**src/design/pblz_pkg.sv**
```systemverilog
`timescale 1ns / 1ps
// Shared types and constants for the polynomial bed-level Z correction block.
package pblz_pkg;

	// Surface accumulator width: coefficient-sized terms, up to 64 of them, plus z
	localparam int ACC_W = 56;
	// Width that holds a term count or the largest MAX_TERMS
	localparam int TERM_W = 4;
	localparam int ADDR_W = 4;
	localparam int DATA_W = 32;

	localparam logic [31:0] Q16_ONE = 32'h0001_0000;

	localparam logic [1:0] REG_X_TERMS  = 2'd0;
	localparam logic [1:0] REG_Y_TERMS  = 2'd1;
	localparam logic [1:0] REG_INVERT_Z = 2'd2;

	localparam logic REQ_LOAD = 1'b0;
	localparam logic REQ_EVAL = 1'b1;

	typedef enum logic [3:0] {
		ST_IDLE,
		ST_XPOW_MUL,
		ST_XPOW_RND,
		ST_YPOW_MUL,
		ST_YPOW_RND,
		ST_F_MUL,
		ST_F_RND,
		ST_A_MUL,
		ST_B_MUL,
		ST_ACC,
		ST_ZADD,
		ST_FIN
	} pblz_state_t;

	typedef enum logic [2:0] {
		MUL_NONE,
		MUL_XPOW,
		MUL_YPOW,
		MUL_F,
		MUL_CH,
		MUL_CL
	} mul_op_t;

	typedef enum logic [1:0] {
		RND_NONE,
		RND_PX,
		RND_PY,
		RND_F
	} rnd_dst_t;

	typedef struct packed {
		logic     start;
		logic     load;
		mul_op_t  mul_op;
		rnd_dst_t rnd_dst;
		logic     acc;
		logic     zadd;
		logic     fin;
	} dp_cmd_t;

endpackage

```
**src/design/pblz_cfg.sv**
```systemverilog
`timescale 1ns / 1ps
// APB register bank: term counts and z inversion.
module pblz_cfg (
	input  logic                        clk,
	input  logic                        arst_n,
	input  logic                        psel,
	input  logic                        penable,
	input  logic                        pwrite,
	input  logic [pblz_pkg::ADDR_W-1:0] paddr,
	input  logic [pblz_pkg::DATA_W-1:0] pwdata,
	output logic [pblz_pkg::DATA_W-1:0] prdata,
	output logic                        pready,
	output logic [2:0]                  x_terms,
	output logic [2:0]                  y_terms,
	output logic                        invert_z
);

	logic [2:0] x_terms_q;
	logic [2:0] y_terms_q;
	logic       invert_z_q;
	logic [1:0] reg_idx;
	logic       wr_en;

	assign reg_idx = paddr[3:2];
	assign pready  = 1'b1;
	assign wr_en   = psel && penable && pwrite;

	always_ff @(posedge clk or negedge arst_n) begin
		if (!arst_n) begin
			x_terms_q  <= 3'd1;
			y_terms_q  <= 3'd1;
			invert_z_q <= 1'b0;
		end else if (wr_en) begin
			case (reg_idx)
				pblz_pkg::REG_X_TERMS:  x_terms_q  <= pwdata[2:0];
				pblz_pkg::REG_Y_TERMS:  y_terms_q  <= pwdata[2:0];
				pblz_pkg::REG_INVERT_Z: invert_z_q <= pwdata[0];
				default: ;
			endcase
		end
	end

	always_comb begin
		case (reg_idx)
			pblz_pkg::REG_X_TERMS:  prdata = {29'd0, x_terms_q};
			pblz_pkg::REG_Y_TERMS:  prdata = {29'd0, y_terms_q};
			pblz_pkg::REG_INVERT_Z: prdata = {31'd0, invert_z_q};
			default:                prdata = '0;
		endcase
	end

	assign x_terms  = x_terms_q;
	assign y_terms  = y_terms_q;
	assign invert_z = invert_z_q;

endmodule

```
**config.mk**
```make
export PLATFORM = sky130hd
export DESIGN_NAME = pblz_cfg
export DESIGN_NICKNAME = d
export VERILOG_FILES = /design/src/design/pblz_pkg.sv /design/src/design/pblz_cfg.sv
export SDC_FILE = /design/constraint.sdc
export NUM_CORES = 1
export LEC_CHECK = 0
export BUFFER_PORTS_ARGS = -buffer_cell sky130_fd_sc_hd__buf_2
export CAP_MARGIN = 5
export CORE_ASPECT_RATIO = 1.2
export CORE_MARGIN = 2
export CORE_UTILIZATION = 31
export CTS_BUF_LIST = sky130_fd_sc_hd__clkbuf_4 sky130_fd_sc_hd__clkbuf_8
export CTS_CLUSTER_SIZE = 12
export DETAILED_ROUTE_END_ITERATION = 10
export PLACE_DENSITY = 0.81
export SYNTH_ARGS = -nofsm -noshare
export SYNTH_HDL_FRONTEND = slang
export SYNTH_SLANG_ARGS = --single-unit
export TNS_END_PERCENT = 100
```
**constraint.sdc**
```tcl
create_clock -name clk -period 1 [get_ports clk]
set_input_delay 0.2 -clock clk [delete_from_list [all_inputs] [get_ports clk]]
set_output_delay 0.2 -clock clk [all_outputs]
set_load 0.05 [all_outputs]
```
Word level (Yosys, flattened, before mapping)
Index checks and enable logic that the tools add are counted.
{ "totals": {"output_inout_bits": 40, "inputBits": 41, "reg_bits": 7, "mem_count": 0, "ramBits": 0, "mem_bits_ro": 0, "latch_bits": 0, "elab_cells": 12} }
{ "classes": {"n_addsub": 0, "bitwise_logic": 0, "order_cmp": 0, "shift": 0, "multipliers": 0, "mux": 1, "n_eq_ne": 2, "n_div": 0, "n_reduce_logical": 6} }
{ "op_table": {"columns": ["operator", "n"], "rows": [
  ["$pmux W3 S3", 1],
  ["$reduce_and A2 Y1", 3],
  ["$eq A2 B1 Y1 const B", 1],
  ["$eq A2 B2 Y1 const B", 1],
  ["$logic_and A1 B1 Y1", 2],
  ["$logic_not A2 Y1", 1]
]} }

Depth between registers and ports, before layout
{ "depth": {"depth_word": 3, "ltp_mapped": 3, "mapped_depth_nobuf": 3} }

Least setup slack after synthesis
OpenSTA, ideal clock, no wires.
{ "synth_path": {"path_kind": "register -> output", "startpoint": "register y_terms_q[0], in the netlist y_terms[0]", "endpoint": "output port prdata[0] in the netlist's numbering", "path_buffers": 0, "required_time_ns": 0.800, "arrival_ns": 1.891, "path_slack_ns": -1.091, "stages_incl_launch_ff": 3, "cell_sequence": "dfstp_2 > mux2i_1 > o21ai_0"} }
{ "synth_between": {"elab_chain_len": 1} }
{ "synth_rtl": {"columns": ["item", "line", "source"], "rows": [
  ["start, declared", "pblz_cfg.sv:19", "logic [2:0] y_terms_q;"],
  ["start signal, assigned", "pblz_cfg.sv:36", "pblz_pkg::REG_Y_TERMS: y_terms_q <= pwdata[2:0];"],
  ["$pmux W3 S3", "pblz_cfg.sv:44", "case (reg_idx)"],
  ["end, declared", "pblz_cfg.sv:11", "output logic [pblz_pkg::DATA_W-1:0] prdata,"]
]} }
Every way passes these cells.

Final worst setup path
{ "layout_path": {"startpoint": "register x_terms_q[0], in the netlist x_terms[0]", "endpoint": "output port prdata[0] in the netlist's numbering"} }
{ "layout_between": {"elab_chain_len": 1} }
{ "layout_rtl": {"columns": ["item", "line", "source"], "rows": [
  ["start, declared", "pblz_cfg.sv:18", "logic [2:0] x_terms_q;"],
  ["start signal, assigned", "pblz_cfg.sv:35", "pblz_pkg::REG_X_TERMS: x_terms_q <= pwdata[2:0];"],
  ["$pmux W3 S3", "pblz_cfg.sv:44", null]
]} }
Every way passes these cells.

==> flow_metrics.tcl <==
set metrics [dict create \
    yosys_warnings 0 \
    seq_area_frac_synth_pct 30.1 \
    max-cap-violations 0 \
    p_int_w 0.00106 \
    place_hpwl_um 966 \
    place_area_um2 748 \
    fin_crit_ns 1.36 \
    final_common_cell "conb_1" \
    die_area_mm2 0.00227 \
    track_usage_pct 10.6 \
    coreArea_mm2 0.00181 \
    violations "setup timing" \
    setup_viol 10 \
    seq_power_share_pct 22.3 \
    grt_pass1_wl_um 1720 \
    syn-mean-instance-area_um2 10.2 \
    critical_path.startpoint_type "flip-flop" \
    vias_per_cell 3.86 \
    boundaryPins 81 \
    fillers 163 \
    first_iter_violations 1 \
    wl_per_cell_um 9.74 \
    cts.path.max_buffers 2 \
    status "finished with violations" \
    portBuffers 19 \
    arrival_ns 1.16 \
    final.setup.tns_ns -1.99 \
    p_leak_nw 0.458 \
    worstPathCellList "mux2i_2 > o21ai_4 > buf_6" \
    clock-sinks 7 \
    finalInstanceArea_um2 928 \
    switchingPower_w 0.000917 \
    drv_slew 0 \
    fin_worst_skew_ns 0 \
    layout_setup_ws_ns -0.361 \
    overflow 0 \
    htreeDepth 1 \
    synth.area.top_cells "buf_4 38%, dfrtp_1 21%, dfstp_2 8.9%" \
    fin_crit_sh_pct 136 \
    mostFrequentLayoutCells "30 x conb_1, 10 x buf_6, 9 x buf_2" \
    clockPowerShare_pct 14.1 \
    slowest_delay_ns 0.54 \
    slowest_stage "dfstp_2" \
    antenna_found_initial 0 \
    cp.required_ns 0.80 \
    gp_congestion 0.675 \
    ys_seq_elements 7 \
    fp.dieH_um 51.8 \
    drcViolationCount 0 \
    synth_cells 58 \
    rows 17 \
    clockRootBuffer "clkbuf_4" \
    synth_area_leader_cell "buf_4" \
    power_density_mw_per_mm2 2130 \
    crit_fanout 2 \
    layout-drive-gt1-share_pct 64.1 \
    clkSlewWorstSetupHoldPaths_ns 0.05 \
    hold_violations 0 \
    yosysUniqueCellTypes 15 \
    rsz0062_at_grt "true" \
    cts_buffers 3 \
    syn_area_um2 591 \
    syn2layout_area_growth_pct 57.2 \
    synth_top_area_share_pct 38.1 \
    worstSetupPathType "flip-flop to output pin" \
    peakVddDrop_v 0.000945 \
    die_x_um 43.8 \
    fmax_mhz 735 \
    grt_pass1_vias 431 \
    diodes 0 \
    swShare_pct 46.4 \
    combPwrFrac_pct 63.6 \
    cts_tree "built" \
    wirelength_um 1080 \
    critPathCaptureType "output pin" \
    clk_latency_ns 0.24 \
    vias 428 \
    first_pass_iters 2 \
    layout.nets 134 \
    ant_nets 0 \
    hold_class "primary input to flip-flop" \
    floorplan.initialDensity_pct 32.7 \
    grt_max_degree 8 \
]
-- worst paths after layout --
kind	startpoint	endpoint	slack [ns]	cells after the start
max in group asynchronous	arst_n	y_terms[0]	0.46	2
min in group asynchronous	arst_n	y_terms[1]	0.31	2
hold / removal	pwdata[2]	y_terms[2]	0.20	2
setup reg to reg	x_terms[2]	x_terms[2]	0.07	2
hold reg to reg	invert_z	invert_z	0.62	2
setup / recovery	x_terms[0]	prdata[0]	-0.36	3
-- critical path: cells and delay by family (launching register included) --
family	cells	cell delay, ns
AOI/OAI and AO/OA	1	0.13
buffers and inverters	1	0.17
DFF	1	0.54
muxes	1	0.08
-- cells by family after synthesis --
family                 share of synthesized area [%]
and+or+nand+nor                                 7.41
AOI/OAI and AO/OA                              0.847
DFF                                             30.1
other                                           1.27
muxes                                           20.3
buffers and inverters                           40.0
-- cell type report --
type | count | area [um^2] | share of cell area, %
timing repair buffer | 33 | 330 | 35.6
sequential | 7 | 184 | 19.8
tap | 19 | 23.8 | 2.56
multi-input combinational | 48 | 360 | 38.8
clock buffer | 4 | 30.0 | 3.23
-- stage by stage --
step | util [%] | power, W | hold WS, ns | std cells | worst slack [ns]
floorplan | - | 0.00125 | -0.0956 | 86 | -0.383
global placement | 41.4 | 0.00140 | 0.0364 | 105 | -0.212
detailed placement | 41.4 | 0.00142 | 0.0477 | 105 | -0.245
CTS | 50.7 | 0.00198 | 0.193 | 111 | -0.370
global route | 51.3 | 0.00207 | 0.193 | 111 | -0.394
finish | 51.3 | 0.00198 | 0.201 | 111 | -0.361
-- metal layers --
layer  vias to the layer above  part of all wire, %  GRT usage (%)  wire length (um)
met5                         -                    0              0                 0
met4                         0                 0.56           7.58                 6
met3                         2                  9.3           2.08               100
met2                        26                   60           19.9               651
met1                       203                   30           9.96               321
li1                        197                    -              -                 -
-- flip-flops by register name (all words and copies together), names as in the netlist --
name and flops:
x_terms 3, y_terms 3, invert_z 1
-- cell usage after synthesis, drive strengths merged --
library cell / n
buf: 31
mux2: 7
dfrtp: 5
mux2i: 3
conb: 2
dfstp: 2
nor2: 2
nand3: 1
nand3b: 1
nor3: 1
nor3b: 1
o21ai: 1
or3b: 1
-- timing repair --
action | in CTS | in global routing
gates cloned | 0 | 0
buffers inserted | 1 | 1
resized for setup | 34 | 3
setup endpoints to repair | 10 | 10
pin swaps | 3 | 0
hold endpoints to repair | 7 | 0
hold buffers | 1 | 0
-- power by group through the flow --
stage                     registers [W]  logic, W  clock network, W
after floorplan                0.000671  0.000583                 0
after global placement         0.000419  0.000986                 0
after detailed placement       0.000423  0.000997                 0
after CTS                      0.000434   0.00125          0.000293
after global routing           0.000448   0.00131          0.000314
final                          0.000441   0.00126          0.000279
No activity file was read; power rests on OpenSTA's default activity.
