**src/design/pblz_pkg.sv**
```systemverilog
`timescale 1ns / 1ps
// Shared types and constants for the polynomial bed-level Z correction block.
package pblz_pkg;

	// Surface accumulator width: coefficient-sized terms, up to 64 of them, plus z
	localparam int ACC_W = 56;
	// Width that holds a term count or the largest MAX_TERMS
	localparam int TERM_W = 4;
	localparam int ADDR_W = 4;
	localparam int DATA_W = 32;

	localparam logic [31:0] Q16_ONE = 32'h0001_0000;

	localparam logic [1:0] REG_X_TERMS  = 2'd0;
	localparam logic [1:0] REG_Y_TERMS  = 2'd1;
	localparam logic [1:0] REG_INVERT_Z = 2'd2;

	localparam logic REQ_LOAD = 1'b0;
	localparam logic REQ_EVAL = 1'b1;

	typedef enum logic [3:0] {
		ST_IDLE,
		ST_XPOW_MUL,
		ST_XPOW_RND,
		ST_YPOW_MUL,
		ST_YPOW_RND,
		ST_F_MUL,
		ST_F_RND,
		ST_A_MUL,
		ST_B_MUL,
		ST_ACC,
		ST_ZADD,
		ST_FIN
	} pblz_state_t;

	typedef enum logic [2:0] {
		MUL_NONE,
		MUL_XPOW,
		MUL_YPOW,
		MUL_F,
		MUL_CH,
		MUL_CL
	} mul_op_t;

	typedef enum logic [1:0] {
		RND_NONE,
		RND_PX,
		RND_PY,
		RND_F
	} rnd_dst_t;

	typedef struct packed {
		logic     start;
		logic     load;
		mul_op_t  mul_op;
		rnd_dst_t rnd_dst;
		logic     acc;
		logic     zadd;
		logic     fin;
	} dp_cmd_t;

endpackage

```
**src/design/pblz_ctrl.sv**
```systemverilog
`timescale 1ns / 1ps
// Sequencer: walks powers, terms and the final Z steps, owns the handshakes.
module pblz_ctrl #(
	parameter int MAX_TERMS = 4,
	parameter int IDX_W     = 2
) (
	input  logic                 clk,
	input  logic                 arst_n,
	input  logic                 in_valid,
	input  logic                 in_req_type,
	output logic                 in_ready,
	output logic                 out_valid,
	input  logic                 out_ready,
	input  logic [2:0]           x_terms,
	input  logic [2:0]           y_terms,
	output pblz_pkg::dp_cmd_t    cmd,
	output logic [IDX_W-1:0]     rd_x_idx,
	output logic [IDX_W-1:0]     rd_y_idx,
	output logic [IDX_W-1:0]     wr_idx
);

	localparam logic [pblz_pkg::TERM_W-1:0] MAX_T = pblz_pkg::TERM_W'(MAX_TERMS);
	localparam logic [pblz_pkg::TERM_W-1:0] ONE_T = pblz_pkg::TERM_W'(1);

	pblz_pkg::pblz_state_t state_q, state_d;
	logic [IDX_W-1:0] k_q, k_d, i_q, i_d, j_q, j_d;
	logic             out_valid_q;
	logic [pblz_pkg::TERM_W-1:0] xt, yt;
	logic             no_terms;

	// counts above the table size act as the table size
	assign xt = (pblz_pkg::TERM_W'(x_terms) > MAX_T) ? MAX_T : pblz_pkg::TERM_W'(x_terms);
	assign yt = (pblz_pkg::TERM_W'(y_terms) > MAX_T) ? MAX_T : pblz_pkg::TERM_W'(y_terms);
	assign no_terms = (xt == '0) || (yt == '0);

	always_ff @(posedge clk or negedge arst_n) begin
		if (!arst_n) begin
			state_q     <= pblz_pkg::ST_IDLE;
			k_q         <= '0;
			i_q         <= '0;
			j_q         <= '0;
			out_valid_q <= 1'b0;
		end else begin
			state_q <= state_d;
			k_q     <= k_d;
			i_q     <= i_d;
			j_q     <= j_d;
			if (cmd.fin)
				out_valid_q <= 1'b1;
			else if (out_ready)
				out_valid_q <= 1'b0;
		end
	end

	always_comb begin
		state_d  = state_q;
		k_d      = k_q;
		i_d      = i_q;
		j_d      = j_q;
		in_ready = 1'b0;
		cmd      = '0;
		cmd.mul_op  = pblz_pkg::MUL_NONE;
		cmd.rnd_dst = pblz_pkg::RND_NONE;
		case (state_q)
			pblz_pkg::ST_IDLE: begin
				in_ready = 1'b1;
				if (in_valid) begin
					if (in_req_type == pblz_pkg::REQ_LOAD) begin
						cmd.load = 1'b1;
					end else begin
						cmd.start = 1'b1;
						k_d = IDX_W'(1);
						i_d = '0;
						j_d = '0;
						if (xt > ONE_T)
							state_d = pblz_pkg::ST_XPOW_MUL;
						else if (yt > ONE_T)
							state_d = pblz_pkg::ST_YPOW_MUL;
						else if (no_terms)
							state_d = pblz_pkg::ST_ZADD;
						else
							state_d = pblz_pkg::ST_F_MUL;
					end
				end
			end
			pblz_pkg::ST_XPOW_MUL: begin
				cmd.mul_op = pblz_pkg::MUL_XPOW;
				state_d = pblz_pkg::ST_XPOW_RND;
			end
			pblz_pkg::ST_XPOW_RND: begin
				cmd.rnd_dst = pblz_pkg::RND_PX;
				k_d = k_q + IDX_W'(1);
				if ((pblz_pkg::TERM_W'(k_q) + ONE_T) < xt) begin
					state_d = pblz_pkg::ST_XPOW_MUL;
				end else begin
					k_d = IDX_W'(1);
					if (yt > ONE_T)
						state_d = pblz_pkg::ST_YPOW_MUL;
					else if (no_terms)
						state_d = pblz_pkg::ST_ZADD;
					else
						state_d = pblz_pkg::ST_F_MUL;
				end
			end
			pblz_pkg::ST_YPOW_MUL: begin
				cmd.mul_op = pblz_pkg::MUL_YPOW;
				state_d = pblz_pkg::ST_YPOW_RND;
			end
			pblz_pkg::ST_YPOW_RND: begin
				cmd.rnd_dst = pblz_pkg::RND_PY;
				k_d = k_q + IDX_W'(1);
				if ((pblz_pkg::TERM_W'(k_q) + ONE_T) < yt)
					state_d = pblz_pkg::ST_YPOW_MUL;
				else if (no_terms)
					state_d = pblz_pkg::ST_ZADD;
				else
					state_d = pblz_pkg::ST_F_MUL;
			end
			pblz_pkg::ST_F_MUL: begin
				cmd.mul_op = pblz_pkg::MUL_F;
				state_d = pblz_pkg::ST_F_RND;
			end
			pblz_pkg::ST_F_RND: begin
				cmd.rnd_dst = pblz_pkg::RND_F;
				state_d = pblz_pkg::ST_A_MUL;
			end
			pblz_pkg::ST_A_MUL: begin
				cmd.mul_op = pblz_pkg::MUL_CH;
				state_d = pblz_pkg::ST_B_MUL;
			end
			pblz_pkg::ST_B_MUL: begin
				cmd.mul_op = pblz_pkg::MUL_CL;
				state_d = pblz_pkg::ST_ACC;
			end
			pblz_pkg::ST_ACC: begin
				cmd.acc = 1'b1;
				if ((pblz_pkg::TERM_W'(j_q) + ONE_T) < yt) begin
					j_d = j_q + IDX_W'(1);
					state_d = pblz_pkg::ST_F_MUL;
				end else if ((pblz_pkg::TERM_W'(i_q) + ONE_T) < xt) begin
					j_d = '0;
					i_d = i_q + IDX_W'(1);
					state_d = pblz_pkg::ST_F_MUL;
				end else begin
					state_d = pblz_pkg::ST_ZADD;
				end
			end
			pblz_pkg::ST_ZADD: begin
				cmd.zadd = 1'b1;
				state_d = pblz_pkg::ST_FIN;
			end
			pblz_pkg::ST_FIN: begin
				// hold here until the output register is free
				if (!out_valid_q || out_ready) begin
					cmd.fin = 1'b1;
					state_d = pblz_pkg::ST_IDLE;
				end
			end
			default: begin
				state_d = pblz_pkg::ST_IDLE;
			end
		endcase
	end

	assign rd_x_idx  = (state_q == pblz_pkg::ST_XPOW_MUL) ? k_q - IDX_W'(1) : i_q;
	assign rd_y_idx  = (state_q == pblz_pkg::ST_YPOW_MUL) ? k_q - IDX_W'(1) : j_q;
	assign wr_idx    = k_q;
	assign out_valid = out_valid_q;

endmodule

```
**config.mk**
```make
export PLATFORM = sky130hd
export DESIGN_NAME = pblz_ctrl
export DESIGN_NICKNAME = d
export VERILOG_FILES = /design/src/design/pblz_pkg.sv /design/src/design/pblz_ctrl.sv
export SDC_FILE = /design/constraint.sdc
export NUM_CORES = 1
export LEC_CHECK = 0
export ABC_AREA = 0
export BUFFER_PORTS_ARGS = -buffer_cell sky130_fd_sc_hd__buf_2
export CAP_MARGIN = 20
export CORE_AREA = 8 8 57 59
export CTS_CLUSTER_DIAMETER = 40
export DETAILED_ROUTE_END_ITERATION = 8
export DIE_AREA = 0 0 65 67
export GPL_TIMING_DRIVEN = 0
export PLACE_DENSITY = 0.87
export SLEW_MARGIN = 25
export SYNTH_ARGS = -nofsm -noshare
export SYNTH_HDL_FRONTEND = slang
export SYNTH_SLANG_ARGS = --single-unit
```
**constraint.sdc**
```tcl
create_clock -name clk -period 2.4 [get_ports clk]
set_clock_uncertainty 0.05 [all_clocks]
set_input_delay 0.48 -clock clk [delete_from_list [all_inputs] [get_ports clk]]
set_output_delay 0.48 -clock clk [all_outputs]
set_load 0.01 [all_outputs]
```
Word-level counts from Yosys, hierarchy flattened. Index checks and enable logic that the tools add are counted.

Register bits after elaboration: 11. Input bits: 11. Output and inout bits: 18. Word-level logic and storage cells: 90.

Add/sub/neg operators: 7. Order comparisons: 8. Equality and inequality tests: 17. Muxes and demuxes: 40. Reduce and logical (&&, ||, !) cells: 13.

Operators by type and width (count): $pmux 4 s12 (1); $mux 4 (10); $mux 2 (13); $eq 4x3->1 const B (4); $eq 4x4->1 const B (4); $pmux 3 s5 (1); $logic_not 4->1 (3); $pmux 2 s3 (2); $ne 2x2->1 const B (5); $add 2x1->3 const B (3); $lt 3x3->1 (3); $mux 1 (9); $eq 4x2->1 const B (2); $pmux 2 s2 (2); $add 2x1->2 const B (3); $gt 3x1->1 const B (2); $gt 3x3->1 const B (2); $mux 3 (2); $reduce_and 3->1 (2); $reduce_and 5->1 (1); $eq 4x1->1 const B (1); $lt 4x3->1 (1); $reduce_and 4->1 (1); $reduce_bool 2->1 (2); 5 further kinds (6).

Depth between registers and ports, before layout. Gate-level depths: netlist of the first run.

Depth in word-level cells: 10. Gate-level depth with buffers: 8. Mapped depth without buffers: 8.

Least setup slack after synthesis of the first run. OpenSTA, ideal clock, no wires.

Kind: register to register. From: register k_q[0] (netlist: wr_idx[0]). To: register state_q[1]. Setup time: 142 ps. Arrival: 1928 ps. Required time: 2208 ps. Slack: 280 ps. Cell stages (with the launch flop): 8. Buffers on the path: 0. Period minus slack after synthesis: 2120 ps. Path through: dfrtp_1 ha_1 ha_1 o21a_1 a211oi_2 nor2_1 a211oi_1 o221ai_1.

Word-level cells in the longest chain between the ends: 4. Elaborated cells on any way between the ends: 6. Classes of those cells: add/sub: 1; order compare: 2; mux: 3.

RTL lines: from (decl) (RTL line pblz_ctrl.sv:26) `logic [IDX_W-1:0] k_q, k_d, i_q, i_d, j_q, j_d;`; from (signal assigned) (RTL line pblz_ctrl.sv:45) `k_q <= k_d;`; $add 2x1->3 * (RTL line pblz_ctrl.sv:93, pblz_ctrl.sv:112); $lt 4x3->1 or $lt 3x3->1 (tied branches) (RTL line pblz_ctrl.sv:93, pblz_ctrl.sv:112); $mux 4, on equally long branches (RTL line pblz_ctrl.sv:93, pblz_ctrl.sv:112); $pmux 4 s12 * (RTL line pblz_ctrl.sv:64) `case (state_q)`; to (signal assigned) (RTL line pblz_ctrl.sv:38) `state_q <= pblz_pkg::ST_IDLE;`; to (signal assigned) (RTL line pblz_ctrl.sv:44) `state_q <= state_d;`; to (decl) (RTL line pblz_ctrl.sv:25) `pblz_pkg::pblz_state_t state_q, state_d;`.

Every way passes the cells marked *; elsewhere a longest branch is shown, timed or not. A chain may end at the register's enable or synchronous reset.

Final worst setup path of the first run.
From: register i_q[0]. To: register i_q[0].

Word-level cells in the longest chain between the ends: 4. Elaborated cells on any way between the ends: 8. Classes of those cells: add/sub: 2; order compare: 1; eq/ne: 1; mux: 3; reduce/logical: 1.

RTL lines: from (decl) (RTL line pblz_ctrl.sv:26); from (signal assigned) (RTL line pblz_ctrl.sv:46) `i_q <= i_d;`; $add 2x1->3 or $add 2x1->2 (tied branches) (RTL line pblz_ctrl.sv:140, pblz_ctrl.sv:142); $lt 3x3->1 or $mux 2 (tied branches) (RTL line pblz_ctrl.sv:140) `end else if ((pblz_pkg::TERM_W'(i_q) + ONE_T) < xt) begin`; $ne 2x2->1 (no line) or $mux 2 (tied branches); $reduce_and 5->1 (no line) or $pmux 2 s2 (tied branches).

Parallel ways exist; a longest one is shown, timed or not. The select of a mux whose other input is x is not followed.

==> key figures, run 1 <==
Yosys
  • Register bit total from synthesis: 11
  • Post-synth top cells: nand2_1 (17), nor2_1 (13), dfrtp_1 (11), a21oi_1 (10), ha_1 (9)
  • Post-Synth XOR/XNOR Area: 0.00742
  • YS warnings: 0
  • Share of async-settable or async-resettable flops after synthesis: 1.00
  • Yosys top cell area share: 0.233
  • Largest family of logic cells by synthesized area: simple AND/OR/NAND/NOR gates
  • Most common cell in the synthesized netlist: nand2_1
  • Synth area leader: dfrtp_1
  • Post-synth EDFFs: 0
  • Mean Syn Cell Area: 8.03 sq um
  • Mux contribution to synthesized area: 0.0382
  • Area contributors post-synth: dfrtp_1 (23%), ha_1 (9.5%), nand2_1 (5.4%)
  • Adder-cell area share of the yosys netlist: 0.0954
  • Synth unique cells: 47
  • Post-synthesis net count: 167
  • Mapped Cells: 147
  • Cell Area, Synth: 0.00118 sq mm
  • Register area share after synthesis: 0.233
  • Synth Flop Type: dfrtp_1
  • Simple-gate area share of the yosys netlist: 0.295
  • Synth Area in Compound Gates: 0.270

Timing
  • Unrepaired setup endpoints after global routing: false
  • Post-Route Setup TNS: 0 ps
  • Min Tclk post-route: 2290 ps
  • Final Setup Violations: 0
  • Slew @ Worst Pin: 365 ps
  • Period utilization: 0.954
  • Slew margin rel.: 0.757
  • Fmax: 437 MHz
  • Final hold slack: 23.1 ps
  • Final Hold Fails: 0
  • Final Max Slew Viols: 0

Pwr
  • PD cells: 1080 mW/mm^2
  • Leakage: 0.659 nW
  • Maximum VDD drop: 0.000670 V

Placement
  • IO buf count: 27
  • Inst Count DP: 204
  • Placer congestion estimate: 0.925
  • Post-DP HPWL: 2.63 mm

Clock tree
  • CTS tree: yes
  • Clock-pin slew on the worst setup and hold paths: 80 ps
  • CTS H-Tree Depth: 1
  • Hold_buf cts: 0
  • Skew-Pair Late Insertion Delay: 270 ps
  • CTS buffer count: 3
  • Clock sinks: 11
  • Longest Clk Path Bufs: 2
  • CTS root buffer: clkbuf_4

Global route
  • Number of global-route vias before repair: 1156
  • First-pass GRT wire length: 5.11 mm
  • GRT overflow: 0
  • Largest net degree at the start of global routing: 12
  • Gr usage total: 0.146
  • Initial antenna violation count: 0

Worst setup path
  • Worst-path maximum fanout: 5
  • Crit-path slowest cell: dfrtp_1
  • Sequence of cells on the critical path: ha_1 -> ha_1 -> o21a_1 -> a21oi_1 -> nand2_1 -> a21oi_4 -> mux2_4
  • Worst R2R Setup Slack: 110 ps
  • Crit path largest cell delay: 430 ps
  • Cell count along the critical path: 7
  • Reg2reg end: i_q[0]
  • WP data arrival: 2400 ps
  • Cell mode on critical path: ha_1
  • Largest delay contributor family on the critical path: compound AO/OA/AOI/OAI gates
  • CP Launch Point: i_q[0]
  • Crit end category: flop
  • Setup crit end: i_q[0]
  • Reg2Reg Depth: 7
  • Crit Path Category: flop to flop
  • RR Startpoint: i_q[0]
  • Critical Path RT: 2510 ps
  • Critical Path Start Type: flop
  • Buffers & Inverters on Critical Path: 0

Floorplan
  • Die H: 67 microns
  • Chip Width: 65 microns
  • Starting Density: 0.499
  • Site row count: 18
  • Core Area: 0.00236 sq mm
  • I/O pins: 29
  • Die Area: 0.00436 sq mm

Drt
  • Via count: 1189
  • Initial DRC Count: 29
  • WL final: 3.21 mm
  • DRT Pass-1 Iters: 4
  • # DRC: 0
  • Vias per inst: 5.72
  • Routed Antenna Nets: 0
  • WL per Instance: 15.4 microns

Layout
  • ANT cells: 0
  • Layout cells sized above 1: 0.281
  • Final #Nets: 199
  • Fin cells: 208
  • Final Util: 0.585
  • Area Growth Syn to Fin: 17.2%

Run
  • Max_cap viols: 0

Hold path
  • Hold WC Path Type: primary input to asynchronous set/reset pin

Outcome
  • Outcome: complete, no violations
## layer usage
| metal | part of all wire | vias to the layer above | wire (microns) | global-route usage |
|---|---|---|---|---|
| li1 | - | 595 | - | - |
| met1 | 0.45 | 555 | 1450 | 0.174 |
| met2 | 0.48 | 35 | 1520 | 0.256 |
| met3 | 0.062 | 4 | 199 | 0.0268 |
| met4 | 0.0094 | 0 | 30 | 0.0490 |
| met5 | 0 | - | 0 | 0 |
## cell families after synthesis
group,after synthesis
AOI/OAI and AO/OA,45
xor gates and xnor gates,1
adders and majority gates,9
buffers and inverters,15
DFF,11
muxes,4
and+or+nand+nor,62
## sequential cells by signal, summed over array words and instances, names as in the netlist
register	count
wr_idx	2
j_q	2
out_valid	1
i_q	2
state_q	4
## cell type report
| cell class | instances | area, sq um |
|---|---|---|
| multi-input cells | 121 | 836 |
| repair buffers | 27 | 135 |
| clock buffers | 4 | 26.3 |
| flip-flops and latches | 11 | 277 |
| plain buffers | 6 | 37.5 |
| well taps | 30 | 37.5 |
| inverters | 9 | 33.8 |
| fillers | 221 | 982 |
## layout by cell type (no fill, tap or decap), drive strengths merged, types with 3 or more instances in the layout
master,count
nor3,4
o31a,3
buf,33
nand2b,8
a31oi,4
clkbuf,4
nand2,18
nor2,13
nand3,5
nor2b,5
mux2i,3
a21oi,11
dfrtp,11
o21ai,8
a211oi,3
inv,9
o21a,3
ha,9
## worst min path at each step
stage	startpoint	end	slack, ps	depth (start not counted)
3_3_place_gp	arst_n	j_q[0]	310	1
3_5_place_dp	arst_n	j_q[1]	320	1
5_1_grt	arst_n	state_q[1]	30	1
6_report	arst_n	state_q[1]	20	1
4_1_cts	arst_n	state_q[1]	20	1
2_1_floorplan	arst_n	i_q[0]	130	0
## power breakdown
| group | leakage (nW) | switching, mW | total [mW] | internal, mW |
|---|---|---|---|---|
| logic | 0.500 | 0.583 | 1.03 | 0.444 |
| clock network | 0.0150 | 0.0651 | 0.129 | 0.0644 |
| registers | 0.144 | 0.0859 | 0.334 | 0.248 |
| total | 0.659 | 0.734 | 1.49 | 0.756 |
## stage by stage
step                power (mW)  setup WS, ps  area, sq um
floorplan                 1.06           280         1180
global placement          1.31           112         1350
detailed placement        1.36          52.7         1350
CTS                       1.49          35.1         1380
global route              1.61          32.8         1380
finish                    1.49           110         1380
## repair_timing
action,CTS,global route
buffers inserted,0,0
resized for setup,0,2
endpoints found under the setup margin,0,3
Power figures use the tool's default switching activity.
==> run 2, diff against run 1 <==
Settings changed: REMOVE_ABC_BUFFERS from default to 1.
==> run 2 against run 1 <==
Against the previous run:
- maximum frequency shrank 2.0%
- clock power is essentially flat
- setup slack lost 46 ps
- final cell count shrank 2.4%
- non-clock buffer count shrank 5
- total power shrank 2.7%
- critical path type unchanged
- largest power group unchanged
- highest routed layer unchanged
==> key figures, run 2 (synthesized netlist as in run 1, its figures left out) <==
Layout
  • Commonest cells after routing, fill and taps aside: buf_2 (28), nand2_1 (17), nor2_1 (13)
  • Most common cell after layout, fill and taps aside: buf_2
  • Most flops, register: state_q
  • Max FFs per register: 4 (unchanged)
  • ANT cells: 0 (unchanged)
  • Fillcell total: 225 (+1.8%)
  • Final #Nets: 194 (-2.5%)
  • Area Growth Syn to Fin: 15.1%
  • Fin cells: 203 (-2.4%)
  • Final Util: 0.574 (-0.0106)
  • Layout cells sized above 1: 0.266 (-0.0150)

Floorplan
  • Site row count: 18 (unchanged)
  • Starting Density: 0.499 (unchanged)
  • Die H: 67 microns (unchanged)
  • I/O pins: 29 (unchanged)
  • Core Area: 0.00236 sq mm (unchanged)
  • Chip Width: 65 microns (unchanged)
  • Die Area: 0.00436 sq mm (unchanged)

Global route
  • Number of global-route vias before repair: 1208 (+4.5%)
  • GRT overflow: 0 (unchanged)
  • Initial antenna violation count: 0 (unchanged)
  • Gr usage total: 0.152 (+0.00599)
  • Largest net degree at the start of global routing: 19 (+7)
  • First-pass GRT wire length: 5.38 mm (+5.1%)

Clock tree
  • Longest Clk Path Bufs: 2 (unchanged)
  • Hold_buf cts: 0 (unchanged)
  • Skew-Pair Late Insertion Delay: 270 ps (about the same)
  • Clock-pin slew on the worst setup and hold paths: 80 ps (about the same)
  • CTS root buffer: clkbuf_4
  • CTS buffer count: 3 (unchanged)
  • CTS tree: yes
  • Clock sinks: 11 (unchanged)
  • CTS H-Tree Depth: 1 (unchanged)

Drt
  • WL per Instance: 15.3 microns (-0.70%)
  • WL final: 3.11 mm (-3.1%)
  • Routed Antenna Nets: 0 (unchanged)
  • DRT Pass-1 Iters: 4 (unchanged)
  • Vias per inst: 5.84 (+2.2%)
  • Via count: 1186 (-0.25%)
  • # DRC: 0 (unchanged)
  • Initial DRC Count: 31 (+6.9%)

Timing
  • Fmax: 428 MHz (-2.0%)
  • Unrepaired setup endpoints after global routing: false
  • Final Max Slew Viols: 0 (unchanged)
  • Post-Route Setup TNS: 0 ps (unchanged)
  • Final hold slack: 16.3 ps (-6.75 ps)
  • Period utilization: 0.974 (+0.0193)
  • Slew @ Worst Pin: 616 ps (+251 ps)
  • Final WS setup: 63.4 ps (-46.3 ps)
  • Final Hold Fails: 0 (unchanged)
  • Min Tclk post-route: 2340 ps (+46.3 ps)
  • Slew margin rel.: 0.590 (-0.167)
  • Final Setup Violations: 0 (unchanged)

Worst setup path
  • WP data arrival: 2410 ps (about the same)
  • Crit Path Category: flop to flop
  • Crit-path slowest cell: dfrtp_1
  • Critical Path Start Type: flop
  • Crit path largest cell delay: 520 ps (+90 ps)
  • Sequence of cells on the critical path: ha_2 -> ha_1 -> o21a_1 -> a211oi_2 -> nor2_1 -> a211oi_1 -> o221ai_1
  • Worst-path maximum fanout: 8 (+3)
  • Critical Path RT: 2480 ps (-30 ps)
  • Crit end category: flop

Pwr
  • Leakage: 0.637 nW (-3.2%)
  • Maximum VDD drop: 0.000576 V (-14%)
  • PD cells: 1070 mW/mm^2 (-0.92%)

Placement
  • Setup slack at placement: 54.1 ps (+1.39 ps)
  • Post-DP HPWL: 2.51 mm (-4.7%)
  • Placer congestion estimate: 0.911 (-1.5%)
  • IO buf count: 28 (+3.7%)
  • Inst Count DP: 199 (-2.5%)

Outcome
  • Outcome: complete, no violations

Hold path
  • Hold WC Path Type: primary input to asynchronous set/reset pin

Run
  • Max_cap viols: 0 (unchanged)
==> run 2: stage by stage <==
| step | cell area (sq um) | total power, mW |
|---|---|---|
| final | 1360 | 1.45 |
| after global routing | 1360 | 1.58 |
| after CTS | 1350 | 1.43 |
| after detailed placement | 1320 | 1.30 |
| after global placement | 1320 | 1.27 |
| after floorplan | 1140 | 1.01 |
==> run 2: layout make-up <==
cell class / count / area [sq um] / share of cell area
clock buffers: 4 / 26.3 / 0.0194
inverters: 9 / 33.8 / 0.0249
multi-input cells: 121 / 845 / 0.622
flip-flops and latches: 11 / 275 / 0.203
well taps: 30 / 37.5 / 0.0276
repair buffers: 28 / 140 / 0.103
==> run 2: critical path: cells and delay by family, from the launching register on <==
| kind | cells | cell delay (ps) |
|---|---|---|
| AOI/OAI and AO/OA | 4 | 840 |
| adders and majority gates | 2 | 650 |
| DFF | 1 | 520 |
| and+or+nand+nor | 1 | 140 |
==> run 2: final timing paths <==
check                          start         end  slack, ps  cells past startpoint
max                        wr_idx[0]  state_q[1]         60                      7
min                           arst_n   wr_idx[0]         20                      1
max reg2reg                wr_idx[0]  state_q[1]         60                      7
min reg2reg                wr_idx[1]   wr_idx[1]        510                      1
max in group asynchronous     arst_n  state_q[1]       2070                      1
min in group clk           wr_idx[1]   wr_idx[1]        510                      1
==> run 2: power breakdown <==
part / internal, mW / switching (mW)
registers: 0.244 / 0.180
clock network: 0.0643 / 0.0663
logic: 0.413 / 0.483
total: 0.721 / 0.728
==> run 2: routing by layer <==
metal  up-vias  GRT usage  wire (microns)
met5         -          0               0
li1        586          -               -
met4         0     0.0436              15
met1       552      0.171            1280
met3         2     0.0453             277
met2        46      0.270            1530
==> run 2: repair_timing <==
item / CTS / global route
setup endpoints to repair: 0 / 4
hold endpoints to repair: 0 / 0
resized for setup: 0 / 3
setup buffers: 0 / 0
